===== src/sv/wclb_pkg.sv =====
// ============================================================================
// wclb_pkg
// Shared types and constants for the wake-up character line buffer.
// ============================================================================
`default_nettype none

package wclb_pkg;

    localparam int unsigned BYTE_W     = 8;
    localparam int unsigned LEN_W      = 7;
    localparam int unsigned CFG_W      = 64;
    localparam int unsigned CFG_IDX_W  = 1;
    localparam int unsigned CHARS_MAX  = 16;

    // Configuration register indexes.
    localparam logic [CFG_IDX_W-1:0] CFG_MATCH_LO = 1'd0;
    localparam logic [CFG_IDX_W-1:0] CFG_MATCH_HI = 1'd1;

    typedef enum logic [1:0] {
        S_IDLE,
        S_READ,
        S_LOAD
    } t_state;

endpackage : wclb_pkg

`default_nettype wire


===== src/sv/wakeup_char_line_buffer.sv =====
// ============================================================================
// wakeup_char_line_buffer
// One receive channel: bytes are buffered until a wake-up character arrives,
// then the whole message is replayed one byte per output transfer.
// ============================================================================
//
//  Channel   Direction  Handshake                  Payload
//  rx        in         i_rx_valid / o_rx_ready    i_rx_byte
//  msg       out        o_msg_valid / i_msg_ready  o_msg_byte, o_msg_length, o_is_last
//  cfg       in         i_cfg_we (no wait)         i_cfg_idx, i_cfg_data
//
//  A received byte is taken in the idle state and written to the message memory.
//  On a wake-up match each buffered byte is read on the single memory port and
//  then loaded into the output register; the read waits while the output
//  register holds a byte that the output side has not yet taken.
//  Reset clears the fill count, the wake-up characters and the output valid;
//  the memory is not cleared, since only bytes of the current message are read.
//  The last byte of a message may wait in the output register while the next
//  received byte is taken.
// ============================================================================
`default_nettype none

module wakeup_char_line_buffer #(
    parameter int unsigned MSG_MAX   = 64,
    parameter int unsigned NUM_MATCH = 16
) (
    input  wire logic                          i_clk,
    input  wire logic                          i_rst_n,
    input  wire logic                          i_rx_valid,
    output logic                               o_rx_ready,
    input  wire logic [wclb_pkg::BYTE_W-1:0]   i_rx_byte,
    output logic                               o_msg_valid,
    input  wire logic                          i_msg_ready,
    output logic [wclb_pkg::BYTE_W-1:0]        o_msg_byte,
    output logic [wclb_pkg::LEN_W-1:0]         o_msg_length,
    output logic                               o_is_last,
    input  wire logic                          i_cfg_we,
    input  wire logic [wclb_pkg::CFG_IDX_W-1:0] i_cfg_idx,
    input  wire logic [wclb_pkg::CFG_W-1:0]    i_cfg_data
);

    import wclb_pkg::*;

    localparam int unsigned FILL_W = (MSG_MAX > 1) ? $clog2(MSG_MAX) : 1;

    t_state                  r_state, n_state;
    logic [FILL_W-1:0]       r_fill, n_fill;
    logic [FILL_W-1:0]       r_idx, n_idx;
    logic [FILL_W-1:0]       r_last_idx;
    logic [LEN_W-1:0]        r_len;
    logic [CFG_W-1:0]        r_match_lo, r_match_hi;

    logic [BYTE_W-1:0]       mem [MSG_MAX];
    logic [BYTE_W-1:0]       r_rd_data;

    logic                    r_out_valid;
    logic [BYTE_W-1:0]       r_out_byte;
    logic [LEN_W-1:0]        r_out_len;
    logic                    r_out_last;

    logic [2*CFG_W-1:0]      chars;
    logic                    hit;
    logic                    rx_xfer;
    logic                    out_xfer;
    logic                    rd_en;
    logic                    load;

    assign rx_xfer  = i_rx_valid && o_rx_ready;
    assign out_xfer = r_out_valid && i_msg_ready;

    // Wake-up match against every enabled character.
    assign chars = {r_match_hi, r_match_lo};
    always_comb begin
        hit = 1'b0;
        for (int k = 0; k < NUM_MATCH && k < CHARS_MAX; k++) begin
            if ((chars[BYTE_W*k +: BYTE_W] != '0) &&
                (chars[BYTE_W*k +: BYTE_W] == i_rx_byte)) begin
                hit = 1'b1;
            end
        end
    end

    // Next state.
    always_comb begin
        n_state = r_state;
        unique case (r_state)
            S_IDLE: begin
                if (rx_xfer && hit) begin
                    n_state = S_READ;
                end
            end
            S_READ: begin
                if (!r_out_valid || i_msg_ready) begin
                    n_state = S_LOAD;
                end
            end
            S_LOAD: begin
                n_state = (r_idx == r_last_idx) ? S_IDLE : S_READ;
            end
            default: n_state = S_IDLE;
        endcase
    end

    // Outputs and counters.
    always_comb begin
        o_rx_ready = 1'b0;
        rd_en      = 1'b0;
        load       = 1'b0;
        n_fill     = r_fill;
        n_idx      = r_idx;
        unique case (r_state)
            S_IDLE: begin
                o_rx_ready = 1'b1;
                if (rx_xfer) begin
                    if (hit || (r_fill == FILL_W'(MSG_MAX - 1))) begin
                        n_fill = '0;
                    end else begin
                        n_fill = r_fill + 1'b1;
                    end
                    n_idx = '0;
                end
            end
            S_READ: begin
                rd_en = !r_out_valid || i_msg_ready;
            end
            S_LOAD: begin
                load  = 1'b1;
                n_idx = r_idx + 1'b1;
            end
            default: begin
                o_rx_ready = 1'b0;
            end
        endcase
    end

    always_ff @(posedge i_clk) begin
        if (!i_rst_n) begin
            r_state     <= S_IDLE;
            r_fill      <= '0;
            r_idx       <= '0;
            r_match_lo  <= '0;
            r_match_hi  <= '0;
            r_out_valid <= 1'b0;
        end else begin
            r_state <= n_state;
            r_fill  <= n_fill;
            r_idx   <= n_idx;
            if (i_cfg_we) begin
                unique case (i_cfg_idx)
                    CFG_MATCH_LO: r_match_lo <= i_cfg_data;
                    CFG_MATCH_HI: r_match_hi <= i_cfg_data;
                    default:      r_match_lo <= r_match_lo;
                endcase
            end
            if (load) begin
                r_out_valid <= 1'b1;
            end else if (out_xfer) begin
                r_out_valid <= 1'b0;
            end
        end
    end

    // Message length and last index are latched when the wake character lands.
    always_ff @(posedge i_clk) begin
        if (rx_xfer && hit) begin
            r_last_idx <= r_fill;
            r_len      <= LEN_W'(r_fill) + 1'b1;
        end
        if (load) begin
            r_out_byte <= r_rd_data;
            r_out_len  <= r_len;
            r_out_last <= (r_idx == r_last_idx);
        end
    end

    // Message memory: one write port, one registered read port.
    always_ff @(posedge i_clk) begin
        if (rx_xfer) begin
            mem[r_fill] <= i_rx_byte;
        end
        if (rd_en) begin
            r_rd_data <= mem[r_idx];
        end
    end

    assign o_msg_valid  = r_out_valid;
    assign o_msg_byte   = r_out_byte;
    assign o_msg_length = r_out_len;
    assign o_is_last    = r_out_last;

endmodule : wakeup_char_line_buffer

`default_nettype wire


===== config.mk =====
export PLATFORM = sky130hd
export DESIGN_NAME = wakeup_char_line_buffer
export DESIGN_NICKNAME = d
export VERILOG_FILES = /design/src/sv/wclb_pkg.sv /design/src/sv/wakeup_char_line_buffer.sv
export SDC_FILE = /design/constraint.sdc
export NUM_CORES = 1
export LEC_CHECK = 0
export ABC_AREA = 1
export ABC_CLOCK_PERIOD_IN_PS = 2009
export BUFFER_PORTS_ARGS = -buffer_cell sky130_fd_sc_hd__buf_2
export CORE_UTILIZATION = 30
export CTS_BUF_LIST = sky130_fd_sc_hd__clkbuf_8
export DETAILED_ROUTE_END_ITERATION = 10
export PLACE_DENSITY = 0.48
export SLEW_MARGIN = 30
export SYNTH_ARGS = -nofsm -noshare
export SYNTH_HDL_FRONTEND = slang
export SYNTH_SLANG_ARGS = --single-unit
export TNS_END_PERCENT = 10

===== constraint.sdc =====
create_clock -name i_clk -period 2.01 [get_ports i_clk]
set_input_delay 0.402 -clock i_clk [delete_from_list [all_inputs] [get_ports i_clk]]
set_output_delay 0.402 -clock i_clk [all_outputs]
set_load 0.01 [all_outputs]

Word level (Yosys, flattened, before mapping)
Memories as Yosys holds them, arrays and structs flattened. A register that Yosys moved wholly into a read port is not among the register bits.
Index checks and enable logic that the tools add are counted.
- eq/ne operators: 23
- add/sub/neg operators: 3
- reductions and logical operators: 46
- mux-type cells: 30
- bitwise logic cells: 1
- operators by type and width (operator ; count):
    $eq 8x8->1 ; 16
    $reduce_bool 8->1 ; 16
    $mux 1 ; 24
    $logic_and 1x1->1 ; 19
    $add 6x1->6 const B ; 2
    $mux 6 ; 2
    $pmux 6 s2 ; 1
    $reduce_and 2->1 ; 5
    $add 6x1->7 const B ; 1
    $eq 6x6->1 ; 1
    $eq 6x6->1 const B ; 1
    $ne 2x2->1 const B ; 3
    $pmux 2 s3 ; 1
    $mux 2 ; 2
    $reduce_bool 2->1 ; 2
    $eq 2x1->1 const B ; 1
    $eq 2x2->1 const B ; 1
    $logic_not 2->1 ; 1
    $logic_or 1x1->1 ; 2
    $logic_not 1->1 ; 1
    $not 1->1 ; 1
- input bits: 78
- register bits after elaboration: 172
- bits in writable memories: 512
- memories kept: 1
- memory list (memory ; words ; width ; read ports ; clocked after Yosys merged registers in ; wr ports ; RTL line ; source):
    mem ; 64 ; 8 ; 1 ; 1 ; 1 ; wakeup_char_line_buffer.sv:53 ; logic [BYTE_W-1:0] mem [MSG_MAX];

Depth between registers and ports, before layout
- depth after elaboration: 21
- mapped depth: 13
- gate-level depth less buffers: 12

Worst setup path after synthesis
Ideal clock, no wire load.
- kind: input to register
- from: input port i_rx_byte[3] (netlist bit)
- to: register r_last_idx[0] (enable)
- arrival time: 1.619 ns
- path buffers: 2
- stages on the path: 11
- data required time: 1.661 ns
- slack: 0.042 ns
- path through: buf_4 buf_8 xnor2_1 nand2_1 nor2_1 nand3_1 nand2_1 nor2_1 nand2_1 o21ai_0 inv_1
- longest elaborated chain between the ends: 19
- elaborated cells between the ends (all ways): 49
- classes of those cells: eq/ne: 16; mux: 16; reduce/logical: 17
- RTL lines (what ; RTL line ; source):
    start: declaration ; wakeup_char_line_buffer.sv:31 ; input wire logic [wclb_pkg::BYTE_W-1:0] i_rx_byte,
    $eq 8x8->1 ; wakeup_char_line_buffer.sv:77 ; (chars[BYTE_W*k +: BYTE_W] == i_rx_byte)) begin
    $logic_and 1x1->1 ; wakeup_char_line_buffer.sv:76 ; if ((chars[BYTE_W*k +: BYTE_W] != '0) &&
    $mux 1 (15 in a row) ; wakeup_char_line_buffer.sv:76 ;
    $mux 1 (*) ; wakeup_char_line_buffer.sv:76 ;
    $logic_and 1x1->1 (*) ; wakeup_char_line_buffer.sv:165 ; if (rx_xfer && hit) begin
    end signal: assignment ; wakeup_char_line_buffer.sv:166 ; r_last_idx <= r_fill;
    end: declaration ; wakeup_char_line_buffer.sv:49 ; logic [FILL_W-1:0] r_last_idx;
Every way passes the cells marked *; elsewhere a longest branch is shown, timed or not.
A chain may end at the register's enable or synchronous reset.

==> key figures <==
Global route
  • Initial antenna violation count: 4
  • Total track usage: about a fifth
  • First-pass GRT wire length: around 140000 um
  • Largest net degree at the start of global routing: 92
  • Number of global-route vias before repair: roughly 22000
  • GRT overflow: 0

Floorplan
  • CORE AREA: roughly 95000 sq um
  • Die H: about 310 um
  • Initial Util: 30.4%
  • IO Count: 96
  • Die width: around 310 um
  • Rows: 113
  • DIE AREA: approximately 100000 sq um

Setup path
  • Crit path capture type: flip-flop
  • Crit Reg-Reg Startpoint: r_idx[0]$_SDFFE_PN0P_
  • Crit-path slowest cell: dfxtp_4
  • Worst setup SP type: flip-flop
  • CP bufs+invs: 4
  • Crit Reg-Reg Endpoint: r_rd_data[4]$_DFFE_PP_
  • Crit Path Category: flip-flop to flip-flop
  • CP cell instances: buf_12 -> buf_8 -> buf_12 -> buf_8 -> o21ai_1 -> o22ai_1 -> nand2_1 -> nand2_2 -> a21oi_2 -> o21ai_2 -> o211ai_1 -> nand2_2
  • Worst Path Max Fanout: 12
  • WP data required: around 2.5 ns
  • R2r setup slk: -0.1 ns
  • Worst path arrival time: approximately 2.6 ns
  • Largest delay share family, worst path: compound AO/OA/AOI/OAI gates
  • Worst reg2reg path depth: 12
  • Max stage delay on crit path: about 0.36 ns

Min path
  • Hold Startpoint: i_msg_ready
  • Hold-critical path endpoint: o_msg_valid$_SDFFE_PN0P_
  • Hold depth: 4
  • HP Class: input port to flip-flop

STA
  • Period utilisation layout: 105%
  • Final setup vio count: 8
  • Post-route setup TNS: -0.514 ns
  • RSZ-0062 raised after global routing: true
  • Fin worst setup slack: -0.0987 ns
  • Worst slew pin tran: ~0.87 ns
  • Highest clock rate: about 470 MHz
  • Relative slew slack: between 40% and 50%
  • Skew final: a little over 0.09 ns
  • Max Slew Vio Count: 0
  • Final Hold Viols: 0
  • Min Clock Period, post-route: 2.11 ns

Clocking
  • CTS root buffer: clkbuf_8
  • Max Root-Sink Buffers: 3
  • H-tree lvl count: 3
  • Clk_lat worst skew: 0.78 ns
  • TritonCTS buffer count: between 100 and 150
  • CTS tree: done
  • Clock tree sinks: between 600 and 700
  • Clock transition at path regs: 0.06 ns

Outcome
  • Violated checks: setup timing
  • Outcome: finished, violations left

Logic synthesis
  • Mean Syn Cell Area: between 10 and 15 sq um
  • Post-synthesis async set-or-reset flop share: 0%
  • Seq/Total Area, Yosys: about two thirds
  • Main synth FF type: edfxtp_1
  • YS warnings: 0
  • Post-synth EDFFs: 549
  • Yosys cell types: 43
  • Seq cells post-synth: ~700
  • Syn Std Cell Area: roughly 29000 sq um
  • Synthesized Nets: 2779
  • Syn Inst Count: 2699

Cells and area
  • Fraction of layout cells with a size suffix above 1: 19.9%
  • Post-layout instance count excluding filler cells: 4443
  • Most frequent cells in the layout: nor2_1, edfxtp_1, o21ai_0, nand2_1, buf_4
  • Synthesis-to-layout area growth: 26.0%
  • Final nets: between 3000 and 4000
  • Multi-input logic area: 8900 sq um
  • Filler cells: 9368
  • Most common library cell in the layout ignoring fill and taps: nor2_1
  • Register area: between 15000 and 20000 sq um

Drt
  • Drt first-iter violations: roughly 1600
  • Drt pass-1 iters: 5
  • Post-DRT Antenna Nets: 0
  • Residual DRC count: 0
  • Met3 WL post-DR: roughly 3800 um
  • WL met2: approximately 46000 um
  • Final WL: a little over 90000 um
  • WL per Instance: ~21 um
  • Vias/cell: roughly 4.8
  • M1 WL: about 40000 um
  • Vias post-DR: approximately 21000
  • Highest Signal Layer: met4

Place
  • Detail Placement HPWL: 59500 um
  • Placed cell count: between 4000 and 5000
  • RePlAce Congestion: 0.861
  • Number of port buffers: 95

Job
  • # Max-Cap Violations: 0

Power and ir drop
  • Maximum vdd drop: 0.459 mV
  • Total power: between 0.02 and 0.03 W
  • Pwr/cell area: 806 nW/um^2
  • Leakage: approximately 13 nW
## through the flow
stage	hold slack [ns]	utilization, %	instance area [sq um]	worst slack [ns]
3_5_place_dp	0.413	34.1	32500	-0.482
6_report	0.102	38.3	36500	-0.0987
3_3_place_gp	0.432	34.1	32500	-0.488
4_1_cts	0.0388	38.1	36300	-0.109
2_1_floorplan	0.400	-	29000	0.0421
5_1_grt	0.0673	38.3	36500	-0.195
## how the worst max path moves through the flow
stage | startpoint | endpoint | slack, ns | depth (start not counted)
after floorplan | i_rx_byte[3] | r_last_idx[0]$_DFFE_PP_ | 0.04 | 11
after global placement | i_rx_byte[2] | r_last_idx[5]$_DFFE_PP_ | -0.49 | 13
after detailed placement | i_rx_byte[2] | r_len[6]$_DFFE_PP_ | -0.48 | 13
after CTS | r_idx[0]$_SDFFE_PN0P_ | r_rd_data[5]$_DFFE_PP_ | -0.11 | 12
after global routing | r_idx[0]$_SDFFE_PN0P_ | r_rd_data[5]$_DFFE_PP_ | -0.19 | 10
final | r_idx[0]$_SDFFE_PN0P_ | r_rd_data[4]$_DFFE_PP_ | -0.1 | 12
## power breakdown
part	internal [W]	total [W]	switching, W
sequential	0.0157	0.0159	0.000213
combinational	0.000800	0.00194	0.00114
clock	0.00581	0.0116	0.00580
total	0.0223	0.0294	0.00716
## routing by layer
layer	GRT usage, %	up-vias
met5	0	-
met3	2.61	174
li1	-	10265
met4	7.62	0
met1	23.9	10514
met2	32.4	542
## synth_stat cells (2+ instances only)
cell type / number / share of area (%)
or2_2: 2 / 0.043
edfxtp_1: 549 / 57
buf_12: 4 / 0.28
buf_8: 4 / 0.21
nand4_1: 19 / 0.41
o21ai_0: 417 / 7.2
buf_2: 46 / 0.79
clkbuf_1: 96 / 1.2
clkinv_1: 3 / 0.039
inv_2: 2 / 0.026
nand3_1: 44 / 0.76
o21bai_1: 6 / 0.16
o21ai_1: 36 / 0.62
nor3_1: 6 / 0.10
buf_4: 9 / 0.23
ha_1: 2 / 0.086
o211ai_1: 26 / 0.67
xnor2_1: 103 / 3.1
inv_1: 68 / 0.88
o22ai_1: 127 / 2.7
o21a_1: 3 / 0.078
a21oi_1: 52 / 0.90
a221oi_1: 2 / 0.060
nor2_2: 2 / 0.043
nand2_1: 234 / 3.0
buf_6: 11 / 0.43
nor2_1: 668 / 8.7
dfxtp_1: 143 / 9.9
## area by class of cell
type	instances	area share (%)
Timing Repair inverter	1	0.0446
Clock inverter	93	1.39
Multi-Input combinational cell	1761	24.4
Antenna cell	3	0.0206
Clock buffer	117	4.41
Inverter	74	0.806
Tap cell	1265	4.34
Timing Repair Buffer	437	11.6
Sequential cell	692	53.1
## flip-flops by register name, summed over array words and instances, names as in the netlist
register and cells:
r_last_idx 6, o_is_last 1, r_fill 6, o_msg_valid 1, r_state 2, mem 512, r_rd_data 8, r_len 7
r_match_lo 64, r_idx 6, o_msg_length 7, o_msg_byte 8, r_match_hi 64
## worst register-to-register path: stages (launching register included)
cell,delay [ns]
dfxtp_4,0.36
buf_12,0.15
buf_8,0.13
buf_12,0.14
buf_8,0.16
o21ai_1,0.13
o22ai_1,0.12
nand2_1,0.09
nand2_2,0.08
a21oi_2,0.14
o21ai_2,0.11
o211ai_1,0.13
nand2_2,0.11
## logic make-up after synthesis
family / share of synthesized area (%)
AND/OR/NAND/NOR: 13.2
XOR/XNOR: 3.14
adder cells (fa/ha/maj): 0.0864
buffers and inverters: 4.18
flip-flops: 66.8
AO/OA/AOI/OAI: 12.6
## what timing repair did
action / 4_1_cts / 5_1_grt
setup buffers: 14 / 0
gates resized for setup: 185 / 66
gates cloned: 12 / 2
setup endpoints to repair: 83 / 78
endpoints found under the hold margin: 122 / 0
hold buffers: 67 / 0
pin swaps: 59 / 30
Note: power is estimated with default switching activity, not from simulation.
